--- src/rtl/priority_fifo_ready_queue_top_defines.svh ---
// Assertion macros for the priority ready queue.
// Used by the top level; expects clk_i and rst_ni in scope.
`ifndef PRIORITY_FIFO_READY_QUEUE_TOP_DEFINES_SVH
`define PRIORITY_FIFO_READY_QUEUE_TOP_DEFINES_SVH

// Same-cycle implication.
`define PFQ_ASSERT_NOW(label, ante, cons, msg) \
  label: assert property (@(posedge clk_i) disable iff (!rst_ni) (ante) |-> (cons)) \
    else $error(msg);

// Next-cycle implication.
`define PFQ_ASSERT_NEXT(label, ante, cons, msg) \
  label: assert property (@(posedge clk_i) disable iff (!rst_ni) (ante) |=> (cons)) \
    else $error(msg);

`endif

--- src/rtl/pfq_pkg.sv ---
// Shared types and constants for the priority ready queue.
// No dependencies.
package pfq_pkg;

  localparam int DEPTH   = 16;
  localparam int ID_W    = 6;
  localparam int PRIO_W  = 8;
  localparam int OCC_W   = 5;
  localparam int COUNT_W = $clog2(DEPTH + 1);

  typedef enum logic {
    OP_ENQ = 1'b0,
    OP_DEQ = 1'b1
  } op_e;

  typedef enum logic [1:0] {
    ST_OK    = 2'd0,
    ST_FULL  = 2'd1,
    ST_EMPTY = 2'd2
  } status_e;

  typedef struct packed {
    logic [ID_W-1:0]   id;
    logic [PRIO_W-1:0] prio;
  } entry_t;

  // Broadcast from the control to every cell.
  typedef struct packed {
    logic   ins;
    logic   deq;
    entry_t item;
  } cell_ctrl_t;

endpackage

--- src/rtl/pfq_if.sv ---
// Handshake channels of the priority ready queue: request and response.
// Depends on pfq_pkg.
interface pfq_req_if import pfq_pkg::*; ();
  logic              valid;
  logic              ready;
  logic              opcode;
  logic [ID_W-1:0]   proc_id;
  logic [PRIO_W-1:0] proc_priority;

  modport source (output valid, opcode, proc_id, proc_priority, input ready);
  modport sink   (input valid, opcode, proc_id, proc_priority, output ready);
endinterface

interface pfq_rsp_if import pfq_pkg::*; ();
  logic              valid;
  logic              ready;
  logic              out_valid;
  logic [ID_W-1:0]   out_id;
  logic [PRIO_W-1:0] out_priority;
  logic [1:0]        status;
  logic [OCC_W-1:0]  occupancy;

  modport source (output valid, out_valid, out_id, out_priority, status, occupancy,
                  input ready);
  modport sink   (input valid, out_valid, out_id, out_priority, status, occupancy,
                  output ready);
endinterface

--- src/rtl/pfq_cell.sv ---
// One slot of the sorted shift-register queue.
// Depends on pfq_pkg.
module pfq_cell import pfq_pkg::*; (
  input  logic       clk_i,
  input  cell_ctrl_t ctrl_i,
  input  logic       occupied_i,
  input  entry_t     left_i,
  input  logic       left_gt_i,
  input  entry_t     right_i,
  output entry_t     entry_o,
  output logic       gt_o
);

  entry_t entry_q, entry_d;

  // New item outranks this slot (empty slots always lose).
  assign gt_o = !occupied_i || (ctrl_i.item.prio > entry_q.prio);

  always_comb begin
    entry_d = entry_q;
    if (ctrl_i.ins) begin
      if (gt_o && left_gt_i) begin
        entry_d = left_i;
      end else if (gt_o) begin
        entry_d = ctrl_i.item;
      end
    end else if (ctrl_i.deq) begin
      entry_d = right_i;
    end
  end

  always_ff @(posedge clk_i) begin
    entry_q <= entry_d;
  end

  assign entry_o = entry_q;

endmodule

--- src/rtl/priority_fifo_ready_queue_top.sv ---
// Latency: a result is presented the cycle after its item is accepted.
// Throughput: one item per cycle while the response side keeps draining; every cell compares and shifts in parallel.
// Input is taken while the output register is empty or being drained.
// Reset clears the entry count and the pending output beat; slot contents
// are left as is and are never read before written.
`include "priority_fifo_ready_queue_top_defines.svh"

module priority_fifo_ready_queue_top import pfq_pkg::*; (
  input logic        clk_i,
  input logic        rst_ni,
  pfq_req_if.sink    req_i,
  pfq_rsp_if.source  rsp_o
);

  logic [COUNT_W-1:0] count_q, count_d;
  logic               pend_q, pend_d;
  logic               res_valid_q, res_valid_d;
  entry_t             res_entry_q, res_entry_d;
  status_e            res_status_q, res_status_d;

  logic               accept, is_deq, full, empty;
  cell_ctrl_t         ctrl;
  entry_t             cell_entry [DEPTH];
  entry_t             left_entry [DEPTH];
  entry_t             right_entry[DEPTH];
  logic [DEPTH-1:0]   gt;
  logic [DEPTH-1:0]   left_gt;
  logic [DEPTH-1:0]   occupied;

  assign req_i.ready = !pend_q || rsp_o.ready;
  assign accept      = req_i.valid && req_i.ready;
  assign is_deq      = (req_i.opcode == OP_DEQ);
  assign full        = (count_q == COUNT_W'(DEPTH));
  assign empty       = (count_q == '0);

  assign ctrl.ins       = accept && !is_deq && !full;
  assign ctrl.deq       = accept && is_deq && !empty;
  assign ctrl.item.id   = req_i.proc_id;
  assign ctrl.item.prio = req_i.proc_priority;

  for (genvar k = 0; k < DEPTH; k++) begin : g_cell
    localparam logic [COUNT_W-1:0] Idx = COUNT_W'(k);

    assign occupied[k] = Idx < count_q;

    if (k == 0) begin : g_head
      assign left_entry[k] = '0;
      assign left_gt[k]    = 1'b0;
    end else begin : g_body
      assign left_entry[k] = cell_entry[k-1];
      assign left_gt[k]    = gt[k-1];
    end

    if (k == DEPTH - 1) begin : g_tail
      assign right_entry[k] = '0;
    end else begin : g_inner
      assign right_entry[k] = cell_entry[k+1];
    end

    pfq_cell u_cell (
      .clk_i      (clk_i),
      .ctrl_i     (ctrl),
      .occupied_i (occupied[k]),
      .left_i     (left_entry[k]),
      .left_gt_i  (left_gt[k]),
      .right_i    (right_entry[k]),
      .entry_o    (cell_entry[k]),
      .gt_o       (gt[k])
    );
  end

  always_comb begin
    count_d      = count_q;
    pend_d       = pend_q;
    res_valid_d  = res_valid_q;
    res_entry_d  = res_entry_q;
    res_status_d = res_status_q;
    if (rsp_o.ready) begin
      pend_d = 1'b0;
    end
    if (accept) begin
      pend_d       = 1'b1;
      res_valid_d  = 1'b0;
      res_entry_d  = '0;
      res_status_d = ST_OK;
      if (is_deq) begin
        if (empty) begin
          res_status_d = ST_EMPTY;
        end else begin
          res_valid_d = 1'b1;
          res_entry_d = cell_entry[0];
          count_d     = count_q - 1'b1;
        end
      end else begin
        if (full) begin
          res_status_d = ST_FULL;
        end else begin
          count_d = count_q + 1'b1;
        end
      end
    end
  end

  always_ff @(posedge clk_i or negedge rst_ni) begin
    if (!rst_ni) begin
      count_q <= '0;
      pend_q  <= 1'b0;
    end else begin
      count_q <= count_d;
      pend_q  <= pend_d;
    end
  end

  always_ff @(posedge clk_i) begin
    res_valid_q  <= res_valid_d;
    res_entry_q  <= res_entry_d;
    res_status_q <= res_status_d;
  end

  // Occupancy reflects the count right after the item.
  logic [OCC_W-1:0] occ_q;
  always_ff @(posedge clk_i) begin
    if (accept) begin
      occ_q <= OCC_W'(count_d);
    end
  end

  assign rsp_o.valid        = pend_q;
  assign rsp_o.out_valid    = res_valid_q;
  assign rsp_o.out_id       = res_entry_q.id;
  assign rsp_o.out_priority = res_entry_q.prio;
  assign rsp_o.status       = res_status_q;
  assign rsp_o.occupancy    = occ_q;

  `PFQ_ASSERT_NOW(a_count_bound, 1'b1, count_q <= COUNT_W'(DEPTH), "count above depth")
  `PFQ_ASSERT_NOW(a_head_sorted, count_q >= COUNT_W'(2),
                  cell_entry[0].prio >= cell_entry[1].prio, "head not highest priority")
  `PFQ_ASSERT_NEXT(a_deq_count, ctrl.deq, count_q == $past(count_q) - 1'b1,
                   "dequeue did not drop count")
  `PFQ_ASSERT_NEXT(a_empty_result, accept && is_deq && empty,
                   !res_valid_q && res_status_q == ST_EMPTY, "bad empty dequeue result")

endmodule
--- src/flat_wrapper.sv ---
// flat-port wrapper written by rule: the top's interface ports become plain ports
module priority_fifo_ready_queue_top_flat import pfq_pkg::*;
  (clk_i, rst_ni, req_i_valid, req_i_opcode, req_i_proc_id, req_i_proc_priority, req_i_ready, rsp_o_valid, rsp_o_out_valid, rsp_o_out_id, rsp_o_out_priority, rsp_o_status, rsp_o_occupancy, rsp_o_ready);
  pfq_req_if req_i_i ();
  pfq_rsp_if rsp_o_i ();
  input logic clk_i;
  input logic rst_ni;
  input wire logic [$bits(req_i_i.valid)-1:0] req_i_valid;
  input wire logic [$bits(req_i_i.opcode)-1:0] req_i_opcode;
  input wire logic [$bits(req_i_i.proc_id)-1:0] req_i_proc_id;
  input wire logic [$bits(req_i_i.proc_priority)-1:0] req_i_proc_priority;
  output wire logic [$bits(req_i_i.ready)-1:0] req_i_ready;
  output wire logic [$bits(rsp_o_i.valid)-1:0] rsp_o_valid;
  output wire logic [$bits(rsp_o_i.out_valid)-1:0] rsp_o_out_valid;
  output wire logic [$bits(rsp_o_i.out_id)-1:0] rsp_o_out_id;
  output wire logic [$bits(rsp_o_i.out_priority)-1:0] rsp_o_out_priority;
  output wire logic [$bits(rsp_o_i.status)-1:0] rsp_o_status;
  output wire logic [$bits(rsp_o_i.occupancy)-1:0] rsp_o_occupancy;
  input wire logic [$bits(rsp_o_i.ready)-1:0] rsp_o_ready;
  assign req_i_i.valid = req_i_valid;
  assign req_i_i.opcode = req_i_opcode;
  assign req_i_i.proc_id = req_i_proc_id;
  assign req_i_i.proc_priority = req_i_proc_priority;
  assign req_i_ready = req_i_i.ready;
  assign rsp_o_valid = rsp_o_i.valid;
  assign rsp_o_out_valid = rsp_o_i.out_valid;
  assign rsp_o_out_id = rsp_o_i.out_id;
  assign rsp_o_out_priority = rsp_o_i.out_priority;
  assign rsp_o_status = rsp_o_i.status;
  assign rsp_o_occupancy = rsp_o_i.occupancy;
  assign rsp_o_i.ready = rsp_o_ready;
  priority_fifo_ready_queue_top u_core (.clk_i(clk_i), .rst_ni(rst_ni), .req_i(req_i_i), .rsp_o(rsp_o_i));
endmodule
--- config.mk ---
export PLATFORM = sky130hd
export DESIGN_NAME = priority_fifo_ready_queue_top_flat
export DESIGN_NICKNAME = d
export VERILOG_FILES = /design/src/rtl/pfq_pkg.sv /design/src/rtl/pfq_if.sv /design/src/rtl/pfq_cell.sv /design/src/rtl/priority_fifo_ready_queue_top.sv /design/src/flat_wrapper.sv
export VERILOG_INCLUDE_DIRS = /design/src /design/src/rtl
export SDC_FILE = /design/constraint.sdc
export NUM_CORES = 1
export LEC_CHECK = 0
export BUFFER_PORTS_ARGS = -buffer_cell sky130_fd_sc_hd__buf_2
export CAP_MARGIN = 40
export CORE_UTILIZATION = 55
export CTS_BUF_LIST = sky130_fd_sc_hd__clkbuf_4 sky130_fd_sc_hd__clkbuf_8
export DETAILED_ROUTE_END_ITERATION = 10
export PLACE_DENSITY_LB_ADDON = 0.1
export SYNTH_ARGS = -nofsm -noshare
export SYNTH_HDL_FRONTEND = slang
export SYNTH_SLANG_ARGS = --single-unit
--- constraint.sdc ---
create_clock -name clk_i -period 2.7 [get_ports clk_i]
set_input_delay 0.27 -clock clk_i [delete_from_list [all_inputs] [get_ports clk_i]]
set_output_delay 0.27 -clock clk_i [all_outputs]
set_load 0.05 [all_outputs]
==> metrics.log, run 1 <==
[metrics] CTS Sinks: 252
[metrics] Layout Utilization: 65.21%
[metrics] y dimension of the die: 170.8 um
[metrics] endpoints failing hold: 0
[metrics] clock tree from TritonCTS: yes
[metrics] list of cells traversed by the critical path: inv_1, ha_1, a21oi_1, nand2_1, a21oi_2, a21oi_2, buf_4, a211oi_4, buf_12, mux2i_4, a21oi_1
[metrics] cell count after synthesis: 1528
[metrics] P&R area growth vs syn: 16.26%
[metrics] Wirelength per Cell: 22.78 um
[metrics] area after detailed placement: 17200 sq um
[metrics] footprint of the multi-input gates: between 7000 and 8000 sq um
[metrics] num ports: 43
[metrics] overall routing resource usage: around 33%
[metrics] RSZ-0062 raised after global routing: false
[metrics] r2r startpoint: u_core.g_cell[5].u_cell.entry_o[6]$_DFFE_PP_
[metrics] Placer Congestion: around 0.90
[metrics] status: finished, final reports clean
[metrics] ys async rst share: 2.381%
[metrics] final setup violation count: 0
[metrics] layout net count: 1809
[metrics] first-pass GRT wire length: approximately 72 mm
[metrics] Avg Inst Size Synth: 10.25 sq um
[metrics] most common cell in the synthesized netlist: sky130_fd_sc_hd__edfxtp_1
[metrics] data arrival time of the critical path: 2910 ps
[metrics] Final Non-Filler Cells: around 2100
[metrics] sequential-to-total area share from yosys stat: 48.11%
[metrics] worst-case clock buffer depth: 3
[metrics] required time of the worst setup path: 3000 ps
[metrics] Worst path slowest cell: sky130_fd_sc_hd__edfxtp_1
[metrics] IO buf count: 42
[metrics] antenna violations before repair: 0
[metrics] number of cells traversed by the worst register-to-register path: 11
[metrics] synthesized area: roughly 16000 sq um
[metrics] footprint of the flip-flops and latches: 7538 sq um
[metrics] Max H-tree Level: 2
[metrics] Routed Antenna Nets: 0
[metrics] final critical delay including setup and external delays: 2606 ps
[metrics] Setup crit start kind: flip-flop
[metrics] number of flops mapped to enable cells by yosys: about 250
[metrics] total grt overflow: 0
[metrics] residual DRC count: 0
[metrics] Detailed Place HPWL: approximately 34 mm
[metrics] # fillers: between 2000 and 2500
[metrics] worst-case clock skew: 18.32 ps
[metrics] headroom to the max-slew limit: 45.01%
[metrics] source-to-sink clock delay at the later pin of the worst-skew pair: about 580 ps
[metrics] nets in the synthesized netlist: 1679
[metrics] Floorplan Core Area: 27930 sq um
[metrics] share of cells above drive strength 1: ~17%
[metrics] maximum number of pins on one net before global-route repair: 69
[metrics] final cycle utilization of the critical path: ~97%
[metrics] WHS: 77.28 ps
[metrics] detailed-route wire length: about 47 mm
[metrics] power density of the placed cells: 705.3 nW/um^2
[metrics] area share of the largest cell type after synthesis: a little under half
[metrics] YS warnings: 0
[metrics] cts bufs inserted: 46
[metrics] drt via density: 6.386
[metrics] cell type with the largest total area after synthesis: sky130_fd_sc_hd__edfxtp_1
[metrics] Post-synth top cells: sky130_fd_sc_hd__edfxtp_1 (246), sky130_fd_sc_hd__nand2_1 (188), sky130_fd_sc_hd__ha_1 (132), sky130_fd_sc_hd__nand3_1 (129), sky130_fd_sc_hd__inv_1 (120)
[metrics] maximum ir drop on the vdd rail: 0.3357 mV
[metrics] max cap viols: 0
[metrics] post-CTS clock slew at the launch and capture registers of the worst setup and hold paths: 60 ps
[metrics] crit path capture type: flip-flop
[metrics] maximum operating frequency: roughly 380 MHz
[metrics] top area cells in the synthesized netlist: sky130_fd_sc_hd__edfxtp_1 (47%), sky130_fd_sc_hd__ha_1 (11%), sky130_fd_sc_hd__nand2_1 (4.5%)
[metrics] row count: just over 60
[metrics] starting utilization of the core area: 56.09%
[metrics] hold crit path type: input port to async pin
[metrics] Worst Path Max Fanout: 7
[metrics] 1st-iter DRT viols: ~1600
[metrics] number of cells in the design after placement: 1981
[metrics] Layout Cell Area excl Fill: 18220 sq um
[metrics] number of iterations in the first detailed-routing pass: 6
[metrics] root buf cell: sky130_fd_sc_hd__clkbuf_8
[metrics] final antenna diode count: 0
[metrics] Top FF cell, synth: sky130_fd_sc_hd__edfxtp_1
[metrics] number of global-route vias before repair: 12432
[metrics] post-synthesis cell type count: 60
[metrics] max incr delay on CP: around 380 ps
[metrics] final number of max-transition violations: 0
[metrics] total die area: 29170 sq um
[metrics] die outline width: approximately 170 um
[metrics] leakage power of the design: 7.359 nW
[metrics] crit path launch: u_core.g_cell[5].u_cell.entry_o[6]$_DFFE_PP_
[metrics] class of the most critical setup path: flip-flop to flip-flop
[metrics] via count: 13206
[metrics] total of flip-flops plus latches after synthesis: 252
[metrics] transition at the pin with the smallest max-transition slack: between 800 and 900 ps
-- registers in the layout, indices dropped and copies added, names as in the netlist --
register and count:
u_core.count_q 5, u_core.rsp_o.out_id 6, u_core.rsp_o.out_priority 8, u_core.g_cell.u_cell.entry_o 224, u_core.rsp_o.status 2, u_core.rsp_o.out_valid 1, u_core.rsp_o.occupancy 5, u_core.rsp_o.valid 1
-- area by class of cell --
cell class / count / area share, %
clock buffer: 62 / 4.273
clock inverter: 18 / 0.5907
inverter: 120 / 2.493
multi-input combinational: 1052 / 39.56
sequential: 252 / 41.39
tap: 378 / 2.597
timing repair buffer: 186 / 9.102
-- repair_timing --
item	CTS	global route
hold endpoints to repair	7	0
endpoints found under the setup margin	0	20
buffers inserted	0	3
hold buffers	3	0
gates resized for setup	0	14
-- per-layer routing --
metal	track usage [%]	vias up	routed length, um
met3	5.135	109	4163
li1	-	6051	-
met4	12.46	0	1684
met5	0	-	0
met2	49.87	696	20760
met1	46.89	6350	20490
-- kinds of logic after synthesis --
group | synth area share, %
AOI/OAI and AO/OA | 16.52
xor gates and xnor gates | 0.05591
and+or+nand+nor | 14.43
muxes | 4.025
adders and majority gates | 10.54
buffers and inverters | 6.325
DFF | 48.11
-- per-stage QoR --
stage / total power, W / setup TNS [ps] / setup WS (ps)
after floorplan: 0.007713 / -6619 / -47.28
after global placement: 0.009049 / -3464 / -230.8
after detailed placement: 0.009146 / -2552 / -228.9
after CTS: 0.01275 / 0 / 13.41
after global routing: 0.01340 / 0 / 28.97
final: 0.01285 / 0 / 93.89
-- power by group --
| part | leakage [nW] | internal [W] | switching [W] |
|---|---|---|---|
| combinational | 4.51 | 0.00151 | 0.00246 |
| clock | 0.468 | 0.00196 | 0.00164 |
| sequential | 2.38 | 0.00498 | 0.000299 |
| total | 7.36 | 0.00845 | 0.00440 |
-- worst max-delay path, delay by kind of cell (launching register included) --
family	cells	cell delay, ps
flops	1	380
compound gates	5	940
buf+inv	3	440
mux	1	240
fa+ha+maj	1	260
simple gates	1	80
-- worst paths after layout --
check,endpoint,slack (ps)
max in group asynchronous,u_core.rsp_o.valid$_DFFE_PN0P_,2450
worst max register to register,u_core.g_cell[6].u_cell.entry_o[12]$_DFFE_PP_,90
worst min register to register,u_core.rsp_o.out_id[1]$_SDFFCE_PP0P_,550
worst min-delay path,u_core.count_q[1]$_DFF_PN0_,80
min in group clk_i,u_core.rsp_o.status[0]$_SDFFCE_PP0P_,100
worst max-delay path,u_core.g_cell[6].u_cell.entry_o[12]$_DFFE_PP_,90
-- layout by cell type, fill, tap and decap left out, drive strengths merged, types with 46 or more instances in the layout --
cell type	count
edfxtp	246
a21oi	91
nand2	188
nand3	129
mux2i	63
clkbuf	63
o221ai	77
nor2	76
nand4	46
o21ai	60
ha	132
inv	121
buf	182
o211ai	74
No activity file was read; power rests on OpenSTA's default activity.
==> run 2, diff against run 1 <==
--- a/config.mk
+++ b/config.mk
@@ -15,3 +15,4 @@
 export SYNTH_ARGS = -nofsm -noshare
 export SYNTH_HDL_FRONTEND = slang
+export SYNTH_HIERARCHICAL = 1
 export SYNTH_SLANG_ARGS = --single-unit
==> constraint.sdc (replaced) <==
create_clock -name clk_i -period 2.7 [get_ports clk_i]
set_input_delay 0.27 -clock clk_i [delete_from_list [all_inputs] [get_ports clk_i]]
set_output_delay 0.27 -clock clk_i [all_outputs]
set_load 0.1 [all_outputs]
==> metrics.log, run 2 <==
[metrics] Placer Congestion: 0.8991
[metrics] data arrival time of the critical path: 2920 ps
[metrics] Total Power: 0.01638 W
[metrics] YS warnings: 6
[metrics] final cycle utilization of the critical path: 95.41%
[metrics] Detailed Place HPWL: 47.55 mm
[metrics] most frequent cells in the layout: sky130_fd_sc_hd__nand3_1 (255), sky130_fd_sc_hd__edfxtp_1 (246), sky130_fd_sc_hd__nand4_1 (240)
[metrics] Worst path slowest cell: sky130_fd_sc_hd__edfxtp_1
[metrics] cell count after synthesis: 2274
[metrics] maximum number of pins on one net before global-route repair: about 130
[metrics] CP Buf/Inv Count: 1
[metrics] RSZ-0062 raised after global routing: false
[metrics] maximum operating frequency: 388.2 MHz
[metrics] cts bufs inserted: 48
[metrics] max incr delay on CP: 460 ps
[metrics] list of cells traversed by the critical path: inv_1, ha_1, nor2b_4, o211a_4, o21a_4, o21ai_0, nand2_1, and2_4, o2111ai_1, nand3_1
[metrics] total die area: 39330 sq um
[metrics] row count: 71
[metrics] status: finished, final reports clean
[metrics] power density of the placed cells: ~700 nW/um^2
[metrics] number of iterations in the first detailed-routing pass: 6
[metrics] residual DRC count: 0
[metrics] number of flip-flops under the largest register name: 224
[metrics] leakage power of the design: 8.951 nW
[metrics] layout net count: 2459
[metrics] worst-case clock skew: 21.60 ps
[metrics] via count: 19965
[metrics] footprint of the multi-input gates: 12290 sq um
[metrics] final number of max-transition violations: 0
[metrics] first-pass GRT wire length: around 110 mm
[metrics] Worst Path Max Fanout: 14
[metrics] number of global-route vias before repair: roughly 19000
[metrics] number of post-CTS setup repair buffers: 0
[metrics] Max H-tree Level: 2
[metrics] Avg Inst Size Synth: 9.322 sq um
[metrics] Setup crit start kind: flip-flop
[metrics] CTS Sinks: 252
[metrics] drt via density: 6.991
[metrics] max cap viols: 0
[metrics] # fillers: ~3300
[metrics] source-to-sink clock delay at the later pin of the worst-skew pair: roughly 630 ps
[metrics] antenna violations before repair: 0
[metrics] overall routing resource usage: 34.34%
[metrics] clock tree from TritonCTS: yes
[metrics] headroom to the max-slew limit: roughly two fifths
[metrics] Wirelength per Cell: 23.76 um
[metrics] endpoints failing hold: 0
[metrics] 1st-iter DRT viols: 2544
[metrics] root buf cell: sky130_fd_sc_hd__clkbuf_8
[metrics] total grt overflow: 0
[metrics] commonest non-fill, non-tap cell in the layout: sky130_fd_sc_hd__nand3_1
[metrics] crit path capture type: flip-flop
[metrics] hold crit path type: input port to flip-flop
[metrics] transition at the pin with the smallest max-transition slack: 901.1 ps
[metrics] final critical delay including setup and external delays: 2576 ps
[metrics] maximum ir drop on the vdd rail: 0.3541 mV
[metrics] class of the most critical setup path: flip-flop to flip-flop
[metrics] y dimension of the die: 198.3 um
[metrics] IO buf count: 42
[metrics] footprint of the flip-flops and latches: 7541 sq um
[metrics] synthesized area: 21200 sq um
[metrics] starting utilization of the core area: between 50% and 60%
[metrics] worst-case clock buffer depth: 3
[metrics] Routed Antenna Nets: 0
[metrics] num ports: between 40 and 50
[metrics] Top delay family on crit path: compound AO/OA/AOI/OAI gates
[metrics] post-CTS clock slew at the launch and capture registers of the worst setup and hold paths: ~50 ps
[metrics] final setup violation count: 0
[metrics] required time of the worst setup path: ~3100 ps
[metrics] die outline width: 198.3 um
[metrics] detailed-route wire length: around 68 mm
[metrics] Post-Route Setup TNS: 0 ps
[metrics] P&R area growth vs syn: 11.37%
[metrics] share of cells above drive strength 1: 17.02%
[metrics] Floorplan Core Area: 37760 sq um
[metrics] WHS: between 50 and 60 ps
run 2: cell type report:
class                           count  share of cell area, %
Inverter                          151                  2.401
Sequential cell                   252                  31.94
Clock buffer                       70                  3.604
Tap cell                          511                  2.708
Multi-Input combinational cell   1686                  52.05
Antenna cell                        1                0.01060
Timing Repair Buffer              169                  6.853
Clock inverter                     16                 0.4293
run 2: path summary, 6_finish.rpt:
path                                                               start                                       endpoint  slack (ps)  cells after the start
setup / recovery            u_core/g_cell[5].u_cell/entry_o[1]$_DFFE_PP_  u_core/g_cell[6].u_cell/entry_o[10]$_DFFE_PP_         120                     10
hold / removal                                              req_i_opcode           u_core/rsp_o.status[0]$_SDFFCE_PP0P_          60                      2
setup reg to reg            u_core/g_cell[5].u_cell/entry_o[1]$_DFFE_PP_  u_core/g_cell[6].u_cell/entry_o[10]$_DFFE_PP_         120                     10
hold reg to reg            u_core/g_cell[4].u_cell/entry_o[13]$_DFFE_PP_  u_core/g_cell[5].u_cell/entry_o[13]$_DFFE_PP_         610                      2
max in group asynchronous                                         rst_ni                    u_core/count_q[2]$_DFF_PN0_        1310                      4
min in group asynchronous                                         rst_ni                    u_core/count_q[1]$_DFF_PN0_         600                      3
run 2: metrics by stage:
step / instances / cell area [sq um] / worst slack [ps] / util (%)
finish: 2856 / 23610 / 124.0 / 62.53
global route: 2855 / 23610 / 21.14 / 62.52
CTS: 2854 / 23560 / 88.58 / 62.40
detailed placement: 2763 / 22560 / 62.59 / 59.74
global placement: 2763 / 22560 / 60.87 / 59.74
floorplan: 2303 / 21620 / 13.14 / -
run 2: power breakdown:
part	internal, W	switching (W)	leakage [nW]
logic	0.00233	0.00443	6.04
clock network	0.00211	0.00176	0.506
registers	0.00518	0.000579	2.40
total	0.00962	0.00676	8.95
run 2: timing repair:
item                       CTS  global route
hold endpoints to repair     7             0
resized for setup            0             5
setup endpoints to repair    0            35
hold buffers                 5             0
run 2: per-layer routing:
| metal | global-route usage, % | part of all wire, % | vias up |
|---|---|---|---|
| met4 | 12.66 | 3.2 | 0 |
| li1 | - | - | 9131 |
| met1 | 47.66 | 42 | 9551 |
| met3 | 6.115 | 9.3 | 147 |
| met5 | 0 | 0 | - |
| met2 | 53.31 | 45 | 1136 |
